[config.mk]
export PLATFORM = sky130hd
export DESIGN_NAME = rpi_div_cell
export DESIGN_NICKNAME = d
export VERILOG_FILES = /design/src/hdl/rpi_pkg.sv /design/src/hdl/rpi_div_cell.sv
export SDC_FILE = /design/constraint.sdc
export NUM_CORES = 1
export LEC_CHECK = 0
export BUFFER_PORTS_ARGS = -buffer_cell sky130_fd_sc_hd__buf_2
export CORE_AREA = 5 5 304 306
export CTS_CLUSTER_DIAMETER = 40
export DETAILED_ROUTE_END_ITERATION = 10
export DIE_AREA = 0 0 309 311
export PLACE_DENSITY = 0.44
export RECOVER_POWER = 50
export SKIP_CTS_REPAIR_TIMING = 1
export SLEW_MARGIN = 10
export SYNTH_ARGS = -nofsm -noshare
export SYNTH_HDL_FRONTEND = slang
export SYNTH_SLANG_ARGS = --single-unit
[constraint.sdc]
create_clock -name i_clk -period 4.1 [get_ports i_clk]
set_input_delay 0.82 -clock i_clk [delete_from_list [all_inputs] [get_ports i_clk]]
set_output_delay 0.82 -clock i_clk [all_outputs]
set_load 0.03 [all_outputs]
[src/hdl/rpi_pkg.sv]
package rpi_pkg;

    localparam int FRAC_BITS_DEF = 16;
    localparam int WORD_BITS_DEF = 32;

    typedef enum logic [1:0] {
        REG_NORMAL_X     = 2'd0,
        REG_NORMAL_Y     = 2'd1,
        REG_NORMAL_Z     = 2'd2,
        REG_PLANE_OFFSET = 2'd3
    } t_reg_idx;

endpackage

[src/hdl/rpi_div_cell.sv]
// One restoring-division step: shift in one numerator bit, subtract if it fits.
module rpi_div_cell import rpi_pkg::*; #(
    parameter int RW = 72,
    parameter int NW = 96,
    parameter int QW = 48,
    parameter int CW = 100
) (
    input  logic          i_clk,
    input  logic          i_rst_n,
    input  logic          i_vld,
    input  logic [RW-1:0] i_rem,
    input  logic [NW-1:0] i_num,
    input  logic [RW-1:0] i_den,
    input  logic [QW-1:0] i_quo,
    input  logic [CW-1:0] i_ctx,
    output logic          o_vld,
    output logic [RW-1:0] o_rem,
    output logic [NW-1:0] o_num,
    output logic [RW-1:0] o_den,
    output logic [QW-1:0] o_quo,
    output logic [CW-1:0] o_ctx
);
    logic [RW:0] w_sh;
    logic [RW:0] w_diff;
    logic        w_ge;

    assign w_sh   = {i_rem, i_num[NW-1]};
    assign w_diff = w_sh - {1'b0, i_den};
    assign w_ge   = !w_diff[RW];

    always_ff @(posedge i_clk) begin
        if (!i_rst_n) o_vld <= 1'b0;
        else          o_vld <= i_vld;
        o_rem <= w_ge ? w_diff[RW-1:0] : w_sh[RW-1:0];
        o_num <= {i_num[NW-2:0], 1'b0};
        o_den <= i_den;
        o_quo <= {i_quo[QW-2:0], w_ge};
        o_ctx <= i_ctx;
    end
endmodule

==> flow_summary.html, run 1 <==
<table>
<tr><th>Metric</th><th>Value</th></tr>
<tr><th colspan="2">Status</th></tr>
<tr><td>Run status</td><td>finished, final reports clean</td></tr>
<tr><th colspan="2">Synth</th></tr>
<tr><td>Fraction of the yosys area taken by sequential cells</td><td>59.1%</td></tr>
<tr><td>Mean area per synthesized cell</td><td>10.3 µm²</td></tr>
<tr><td>Dominant synthesized flop cell</td><td>dfxtp_1</td></tr>
<tr><td>Synth Instances</td><td>1277</td></tr>
<tr><td>Proportion of register bits with asynchronous set or reset after synthesis</td><td>0%</td></tr>
<tr><td>Synthesis-stage register bit count</td><td>388</td></tr>
<tr><td>Top cells by area in the synthesized netlist</td><td>dfxtp_1 (59%), ha_1 (6.8%), o21ai_0 (4.2%)</td></tr>
<tr><td>Number of enable-type register cells in the synthesized netlist</td><td>0</td></tr>
<tr><td>Synth Net Count</td><td>1741</td></tr>
<tr><td>Yosys top cell area share</td><td>59.1%</td></tr>
<tr><td>Leading area contributor after synthesis</td><td>dfxtp_1</td></tr>
<tr><td>Library cell with the highest instance count after synthesis</td><td>dfxtp_1</td></tr>
<tr><td>Yosys warns</td><td>0</td></tr>
<tr><td>Number of distinct library cell variants in the gate-level netlist after synthesis</td><td>63</td></tr>
<tr><td>Post-Syn Area</td><td>13200 µm²</td></tr>
<tr><td>Leading cell types by count after synthesis</td><td>dfxtp_1 (388), nand2_1 (139), o21ai_0 (111)</td></tr>
<tr><th colspan="2">Die</th></tr>
<tr><td>Core Footprint</td><td>89300 µm²</td></tr>
<tr><td>Die height</td><td>311 µm</td></tr>
<tr><td>Die X-Extent</td><td>309 µm</td></tr>
<tr><td>Die Area</td><td>96100 µm²</td></tr>
<tr><td>Initial standard-cell utilization of the core</td><td>14.7%</td></tr>
<tr><td>Site row count</td><td>110</td></tr>
<tr><td>Boundary pin count</td><td>780</td></tr>
<tr><th colspan="2">Timing</th></tr>
<tr><td>Max Slew Vio Count</td><td>0</td></tr>
<tr><td>Transition time of the tightest slew-check pin</td><td>0.608 ns</td></tr>
<tr><td>Setup repair after global routing missed its margin</td><td>false</td></tr>
<tr><td>Fin Setup TNS</td><td>0 ns</td></tr>
<tr><td>Total count of hold-check failures in the final report</td><td>0</td></tr>
<tr><td>Top achievable clock speed</td><td>272 MHz</td></tr>
<tr><td>Number of setup violations in the final report</td><td>0</td></tr>
<tr><td>Portion of the clock cycle consumed by the worst path in the final layout</td><td>89.6%</td></tr>
<tr><td>Period minus WS final</td><td>3.68 ns</td></tr>
<tr><td>Relative slew margins</td><td>59.1%</td></tr>
<tr><th colspan="2">Detailed routing</th></tr>
<tr><td>Drt first-iter violations</td><td>576</td></tr>
<tr><td>WL/cell</td><td>23.6 µm</td></tr>
<tr><td>Remaining DRCs</td><td>0</td></tr>
<tr><td>Average via count per standard cell</td><td>3.72</td></tr>
<tr><td>Iteration count of the initial detailed-routing pass</td><td>4</td></tr>
<tr><td>Antenna Violating Nets Remaining</td><td>0</td></tr>
<tr><td>Via count</td><td>12700</td></tr>
<tr><td>Total routed wirelength</td><td>80.8 mm</td></tr>
<tr><th colspan="2">Final layout</th></tr>
<tr><td>Share of final-layout standard cells stronger than drive strength 1</td><td>39.7%</td></tr>
<tr><td>Fill count</td><td>9878</td></tr>
<tr><td>Post-layout nets</td><td>2641</td></tr>
<tr><td>Signed area change from the synthesized netlist to the final layout</td><td>65.6%</td></tr>
<tr><td>Cell Count, Final, Fillers Out</td><td>3430</td></tr>
<tr><th colspan="2">Critical path</th></tr>
<tr><td>Worst-path cell chain</td><td>clkbuf_1 &gt; inv_1 &gt; ha_1 &gt; nand2_1 &gt; or3_1 &gt; nor4_1 &gt; buf_4 &gt; nand2_1 &gt; a31oi_1 &gt; buf_4 &gt; nor4_2 &gt; o41ai_4 &gt; a21oi_2 &gt; o31ai_2 &gt; xnor2_1 &gt; o21ai_1</td></tr>
<tr><td>Crit Path Category</td><td>in -&gt; reg</td></tr>
<tr><td>Biggest cell delay along the critical path</td><td>0.42 ns</td></tr>
<tr><td>Category of the worst setup path capture point</td><td>flip-flop</td></tr>
<tr><td>Type of element launching the critical path</td><td>input pin</td></tr>
<tr><td>Data arrival time of the critical path</td><td>4.17 ns</td></tr>
<tr><td>Critical Path Slowest Stage Cell</td><td>or3_1</td></tr>
<tr><td>Maximum fanout along the worst path</td><td>3</td></tr>
<tr><td>Crit path required time</td><td>4.59 ns</td></tr>
<tr><th colspan="2">GRT</th></tr>
<tr><td>Aggregate global-route resource usage</td><td>16.0%</td></tr>
<tr><td>Number of global-route vias before repair</td><td>13000</td></tr>
<tr><td>Antenna violations before repair</td><td>62</td></tr>
<tr><td>Total gr overflow</td><td>0</td></tr>
<tr><td>Pin count of the biggest net entering global routing</td><td>56</td></tr>
<tr><td>Wire length of the first global-routing pass</td><td>105 mm</td></tr>
<tr><th colspan="2">Placed design</th></tr>
<tr><td>Number of placed instances, taps included</td><td>3267</td></tr>
<tr><td>HPWL after DPL</td><td>70.6 mm</td></tr>
<tr><td>Count of input and output buffers</td><td>777</td></tr>
<tr><td>Gpl congestion</td><td>0.803</td></tr>
<tr><th colspan="2">Clock network</th></tr>
<tr><td>Register clock-pin slew on the reported worst setup and hold paths</td><td>0.05 ns</td></tr>
<tr><td>Root buffer cell</td><td>clkbuf_16</td></tr>
<tr><td>CTS tree</td><td>built</td></tr>
<tr><td>Clock sink total</td><td>388</td></tr>
<tr><td>TritonCTS Buffers</td><td>84</td></tr>
<tr><td>Buffers from clock root to sink, at most</td><td>3</td></tr>
<tr><td>Depth of the CTS H-tree</td><td>3</td></tr>
<tr><th colspan="2">Min path</th></tr>
<tr><td>Worst hold path endpoint</td><td>o_num[9]</td></tr>
<tr><td>Worst Min Path Start</td><td>i_num[8]</td></tr>
<tr><td>Hold Crit Depth</td><td>1</td></tr>
<tr><td>Worst Hold Class</td><td>in -&gt; reg</td></tr>
<tr><th colspan="2">Pwr</th></tr>
<tr><td>Leakage power figure</td><td>10.4 nW</td></tr>
<tr><td>VDD IR max</td><td>0.269 mV</td></tr>
<tr><td>Power density over the cells</td><td>633 nW/µm²</td></tr>
<tr><th colspan="2">Run</th></tr>
<tr><td>Max capacitance violation total</td><td>0</td></tr>
</table>
==> through the flow <==
step | total power, W | instance area (µm²) | hold WS (ns) | util (%) | worst slack (ns)
2_1_floorplan | 0.00571 | 13200 | 0.848 | - | 0.517
3_3_place_gp | 0.00684 | 18900 | 0.923 | 21.2 | -0.227
3_5_place_dp | 0.00684 | 18900 | 0.924 | 21.2 | -0.245
4_1_cts | 0.0141 | 21900 | 0.234 | 24.6 | 0.441
5_1_grt | 0.0144 | 21800 | 0.258 | 24.4 | 0.116
6_report | 0.0138 | 21800 | 0.298 | 24.4 | 0.425
==> cell usage in the layout, fill, tap and decap left out, types with 5 or more instances in the layout <==
| cell | n |
|---|---|
| clkbuf_1 | 139 |
| o21ai_0 | 111 |
| clkbuf_16 | 88 |
| a31oi_1 | 11 |
| nand2_1 | 139 |
| o211ai_1 | 5 |
| xor2_1 | 32 |
| and3_1 | 5 |
| diode_2 | 8 |
| buf_4 | 82 |
| nor2b_1 | 5 |
| buf_2 | 643 |
| a21o_1 | 35 |
| clkbuf_8 | 10 |
| inv_6 | 15 |
| nand3_1 | 15 |
| inv_1 | 89 |
| o21ai_1 | 10 |
| o21a_1 | 7 |
| o31ai_1 | 5 |
| a211oi_1 | 7 |
| clkinv_4 | 9 |
| clkinvlp_4 | 7 |
| or3_1 | 6 |
| nor2_1 | 60 |
| nand4_1 | 25 |
| nor3_1 | 14 |
| clkinv_2 | 7 |
| a21oi_1 | 92 |
| xnor2_1 | 34 |
| nand2b_1 | 5 |
| dfxtp_1 | 388 |
| bufinv_16 | 9 |
| ha_1 | 72 |
| o21bai_1 | 12 |
==> cell type report <==
cell class / instances / area (µm²) / area share [%]
antenna: 8 / 20.0 / 0.0919
clock buffer: 103 / 2360 / 10.8
clock inverter: 52 / 638 / 2.93
inverter: 89 / 334 / 1.53
multi-input combinational: 753 / 4820 / 22.1
sequential: 388 / 7770 / 35.7
tap: 1176 / 1470 / 6.76
timing repair buffer: 861 / 4380 / 20.1
==> flip-flops by register name (all words and copies together) (netlist names) <==
name	cells
o_ctx	100
o_den	72
o_num	95
o_quo	48
o_rem	72
o_vld	1
==> worst max-delay path: cells and delay by family <==
kind	cells	cell delay, ns
AOI/OAI and AO/OA	5	1.12
xor gates and xnor gates	1	0.21
adders and majority gates	1	0.31
buffers and inverters	4	0.68
and+or+nand+nor	5	1.03
==> kinds of logic after synthesis <==
logic type / after synthesis / share of synthesized area [%]
buffers and inverters: 136 / 4.32
adders and majority gates: 73 / 7.00
AOI/OAI and AO/OA: 323 / 15.0
xor gates and xnor gates: 67 / 4.60
other: 1 / 0.0285
and+or+nand+nor: 289 / 10.0
DFF: 388 / 59.1
==> per-layer routing <==
layer	up-vias	routed length (µm)	track usage, %	share of wire, %
met1	5745	25900	14.4	32
met3	187	9000	7.93	11
met4	48	4120	8.03	5.1
met2	566	41400	29.3	51
met5	-	295	0	0.37
li1	6203	-	-	-
==> where the power goes <==
part / total (W) / leakage, nW / internal (W) / switching [W]
clock network: 0.00710 / 1.46 / 0.00471 / 0.00239
logic: 0.00248 / 5.65 / 0.000776 / 0.00171
registers: 0.00420 / 3.27 / 0.00412 / 0.0000809
==> worst max path at each step <==
| stage | start | to | slack (ns) | cells after the start |
|---|---|---|---|---|
| after floorplan | i_den[56] | o_rem[70] | 0.52 | 14 |
| after global placement | i_den[34] | o_rem[69] | -0.23 | 16 |
| after detailed placement | i_num[95] | o_rem[70] | -0.25 | 18 |
| after CTS | i_num[95] | o_rem[70] | 0.44 | 18 |
| after global routing | i_den[36] | o_rem[69] | 0.12 | 16 |
| final | i_den[38] | o_rem[69] | 0.42 | 16 |
Note: power is estimated with default switching activity, not from simulation.
==> run 2, diff against run 1 <==
--- a/config.mk
+++ b/config.mk
@@ -12,6 +12,7 @@
 export DIE_AREA = 0 0 309 311
 export PLACE_DENSITY = 0.44
 export RECOVER_POWER = 50
+export SETUP_SLACK_MARGIN = 0.5
 export SKIP_CTS_REPAIR_TIMING = 1
 export SLEW_MARGIN = 10
 export SYNTH_ARGS = -nofsm -noshare
==> flow_summary.html, run 2 (same netlist as run 1, synthesis figures left out) <==
<table>
<tr><th>Metric</th><th>Value</th></tr>
<tr><th colspan="2">Status</th></tr>
<tr><td>Run status</td><td>finished, final reports clean</td></tr>
<tr><th colspan="2">Final layout</th></tr>
<tr><td>Reg with most FFs</td><td>o_ctx</td></tr>
<tr><td>Largest registers</td><td>o_ctx x100, o_num x95</td></tr>
<tr><td>Most common library cell in the layout ignoring fill and taps</td><td>buf_2</td></tr>
<tr><td>Share of final-layout standard cells stronger than drive strength 1</td><td>40.2% (+0.53 points)</td></tr>
<tr><td>Signed area change from the synthesized netlist to the final layout</td><td>66.4%</td></tr>
<tr><td>Layout Utilization</td><td>24.5% (+0.12 points)</td></tr>
<tr><td>Post-layout nets</td><td>2644 (+0.11%)</td></tr>
<tr><td>Most used cells in the layout excluding fill and tap cells</td><td>buf_2 (643), dfxtp_1 (388), nand2_1 (139), clkbuf_1 (139), o21ai_0 (110)</td></tr>
<tr><td>Fill count</td><td>9868 (-0.10%)</td></tr>
<tr><td>Largest register FFs</td><td>100 (unchanged)</td></tr>
<tr><th colspan="2">GRT</th></tr>
<tr><td>Pin count of the biggest net entering global routing</td><td>56 (unchanged)</td></tr>
<tr><td>Aggregate global-route resource usage</td><td>16.0% (unchanged)</td></tr>
<tr><td>Antenna violations before repair</td><td>62 (unchanged)</td></tr>
<tr><td>Number of global-route vias before repair</td><td>13000 (unchanged)</td></tr>
<tr><td>Total gr overflow</td><td>0 (unchanged)</td></tr>
<tr><td>Wire length of the first global-routing pass</td><td>105 mm (unchanged)</td></tr>
<tr><th colspan="2">Critical path</th></tr>
<tr><td>Category of the worst setup path capture point</td><td>flip-flop</td></tr>
<tr><td>Maximum fanout along the worst path</td><td>55 (+52)</td></tr>
<tr><td>Data arrival time of the critical path</td><td>3.97 ns (-0.20 ns)</td></tr>
<tr><td>Crit path required time</td><td>4.61 ns (+0.02 ns)</td></tr>
<tr><td>Critical Path Slowest Stage Cell</td><td>or4_4</td></tr>
<tr><td>Worst-path cell chain</td><td>clkbuf_1 &gt; inv_1 &gt; ha_1 &gt; nand3_1 &gt; or3_1 &gt; or4_4 &gt; nor3_4 &gt; a221oi_2 &gt; o211ai_2 &gt; a31oi_4 &gt; xor2_4 &gt; buf_4 &gt; buf_16 &gt; o31ai_1</td></tr>
<tr><td>Type of element launching the critical path</td><td>input pin</td></tr>
<tr><td>Crit Path Category</td><td>in -&gt; reg</td></tr>
<tr><td>Biggest cell delay along the critical path</td><td>0.59 ns (+0.17 ns)</td></tr>
<tr><th colspan="2">Die</th></tr>
<tr><td>Die Area</td><td>96100 µm² (unchanged)</td></tr>
<tr><td>Initial standard-cell utilization of the core</td><td>14.7% (unchanged)</td></tr>
<tr><td>Die X-Extent</td><td>309 µm (unchanged)</td></tr>
<tr><td>Die height</td><td>311 µm (unchanged)</td></tr>
<tr><td>Site row count</td><td>110 (unchanged)</td></tr>
<tr><td>Core Footprint</td><td>89300 µm² (unchanged)</td></tr>
<tr><td>Boundary pin count</td><td>780 (unchanged)</td></tr>
<tr><th colspan="2">Placed design</th></tr>
<tr><td>Gpl congestion</td><td>0.803 (unchanged)</td></tr>
<tr><td>Setup WS pre-CTS</td><td>-0.245 ns (unchanged)</td></tr>
<tr><td>Count of input and output buffers</td><td>777 (unchanged)</td></tr>
<tr><td>HPWL after DPL</td><td>70.6 mm (unchanged)</td></tr>
<tr><th colspan="2">Detailed routing</th></tr>
<tr><td>Antenna Violating Nets Remaining</td><td>0 (unchanged)</td></tr>
<tr><td>Total routed wirelength</td><td>81.0 mm (+0.20%)</td></tr>
<tr><td>Remaining DRCs</td><td>0 (unchanged)</td></tr>
<tr><td>Iteration count of the initial detailed-routing pass</td><td>4 (unchanged)</td></tr>
<tr><td>Average via count per standard cell</td><td>3.73 (+0.30%)</td></tr>
<tr><td>Drt first-iter violations</td><td>569 (-1.2%)</td></tr>
<tr><td>WL/cell</td><td>23.6 µm (+0.11%)</td></tr>
<tr><td>Via count</td><td>12800 (+0.39%)</td></tr>
<tr><th colspan="2">Clock network</th></tr>
<tr><td>Buffers from clock root to sink, at most</td><td>3 (unchanged)</td></tr>
<tr><td>Clock sink total</td><td>388 (unchanged)</td></tr>
<tr><td>Register clock-pin slew on the reported worst setup and hold paths</td><td>0.06 ns (about the same)</td></tr>
<tr><td>Depth of the CTS H-tree</td><td>3 (unchanged)</td></tr>
<tr><td>TritonCTS Buffers</td><td>84 (unchanged)</td></tr>
<tr><td>CTS tree</td><td>built</td></tr>
<tr><td>Root buffer cell</td><td>clkbuf_16</td></tr>
<tr><th colspan="2">Timing</th></tr>
<tr><td>Setup repair after global routing missed its margin</td><td>true</td></tr>
<tr><td>Final worst-path setup slack</td><td>0.635 ns (+0.210 ns)</td></tr>
<tr><td>Relative slew margins</td><td>59.1% (about the same)</td></tr>
<tr><td>Total count of hold-check failures in the final report</td><td>0 (unchanged)</td></tr>
<tr><td>Top achievable clock speed</td><td>289 MHz (+6.1%)</td></tr>
<tr><td>Max Slew Vio Count</td><td>0 (unchanged)</td></tr>
<tr><td>Number of setup violations in the final report</td><td>0 (unchanged)</td></tr>
<tr><td>Transition time of the tightest slew-check pin</td><td>0.609 ns (+0.000639 ns)</td></tr>
<tr><td>Worst Hold Margin</td><td>0.298 ns (-0.0000400 ns)</td></tr>
<tr><td>Portion of the clock cycle consumed by the worst path in the final layout</td><td>84.5% (-5.1 points)</td></tr>
<tr><td>Period minus WS final</td><td>3.47 ns (-0.210 ns)</td></tr>
<tr><th colspan="2">Pwr</th></tr>
<tr><td>Power density over the cells</td><td>631 nW/µm² (-0.36%)</td></tr>
<tr><td>Leakage power figure</td><td>10.4 nW (+0.28%)</td></tr>
<tr><td>VDD IR max</td><td>0.269 mV (about the same)</td></tr>
<tr><th colspan="2">Min path</th></tr>
<tr><td>Worst Hold Class</td><td>in -&gt; reg</td></tr>
<tr><th colspan="2">Run</th></tr>
<tr><td>Max capacitance violation total</td><td>0 (unchanged)</td></tr>
</table>
-- run 2: changes by cell type in the layout (fill, tap and decap cells not counted), moves of 2 or more --
cell,delta
a21oi_1,-2
buf_4,+2
ha_1,-4
ha_2,+3
-- run 2: layout make-up --
type,count,area (µm²),share of cell area [%]
multi-input cells,753,4890,22.3
clock buffers,103,2360,10.8
flip-flops and latches,388,7770,35.5
clock inverters,52,638,2.92
diodes,8,20.0,0.0915
well taps,1176,1470,6.72
repair buffers,864,4410,20.1
inverters,89,334,1.53
-- run 2: report_power, final --
part	internal [W]	switching [W]
clock network	0.00471	0.00239
logic	0.000786	0.00172
registers	0.00412	0.0000807
-- run 2: through the flow --
| stage | TNS [ns] | total power, W | area [µm²] | instances |
|---|---|---|---|---|
| after floorplan | 0 | 0.00571 | 13200 | 1277 |
| after global placement | -1.60 | 0.00684 | 18900 | 3267 |
| after detailed placement | -2.25 | 0.00684 | 18900 | 3267 |
| after CTS | 0 | 0.0141 | 21900 | 3422 |
| after global routing | 0 | 0.0144 | 21900 | 3428 |
| final | 0 | 0.0138 | 21900 | 3433 |
-- run 2: layer usage --
layer | vias to the layer above | GRT usage, % | wire [µm]
li1 | 6207 | - | -
met1 | 5780 | 14.4 | 26000
met2 | 577 | 29.3 | 41600
met3 | 187 | 7.93 | 8980
met4 | 48 | 8.03 | 4120
met5 | - | 0 | 295
-- run 2: critical path: cells and delay by family --
| family | cells | cell delay [ns] |
|---|---|---|
| simple gates | 4 | 1.43 |
| compound gates | 4 | 0.63 |
| buf+inv | 4 | 0.56 |
| fa+ha+maj | 1 | 0.30 |
| xor+xnor | 1 | 0.19 |
-- run 2: final timing paths --
path      start        to  slack (ns)  depth (start not counted)
max   i_den[70]  o_rem[3]        0.63                         14
min    i_num[8]  o_num[9]        0.30                          1
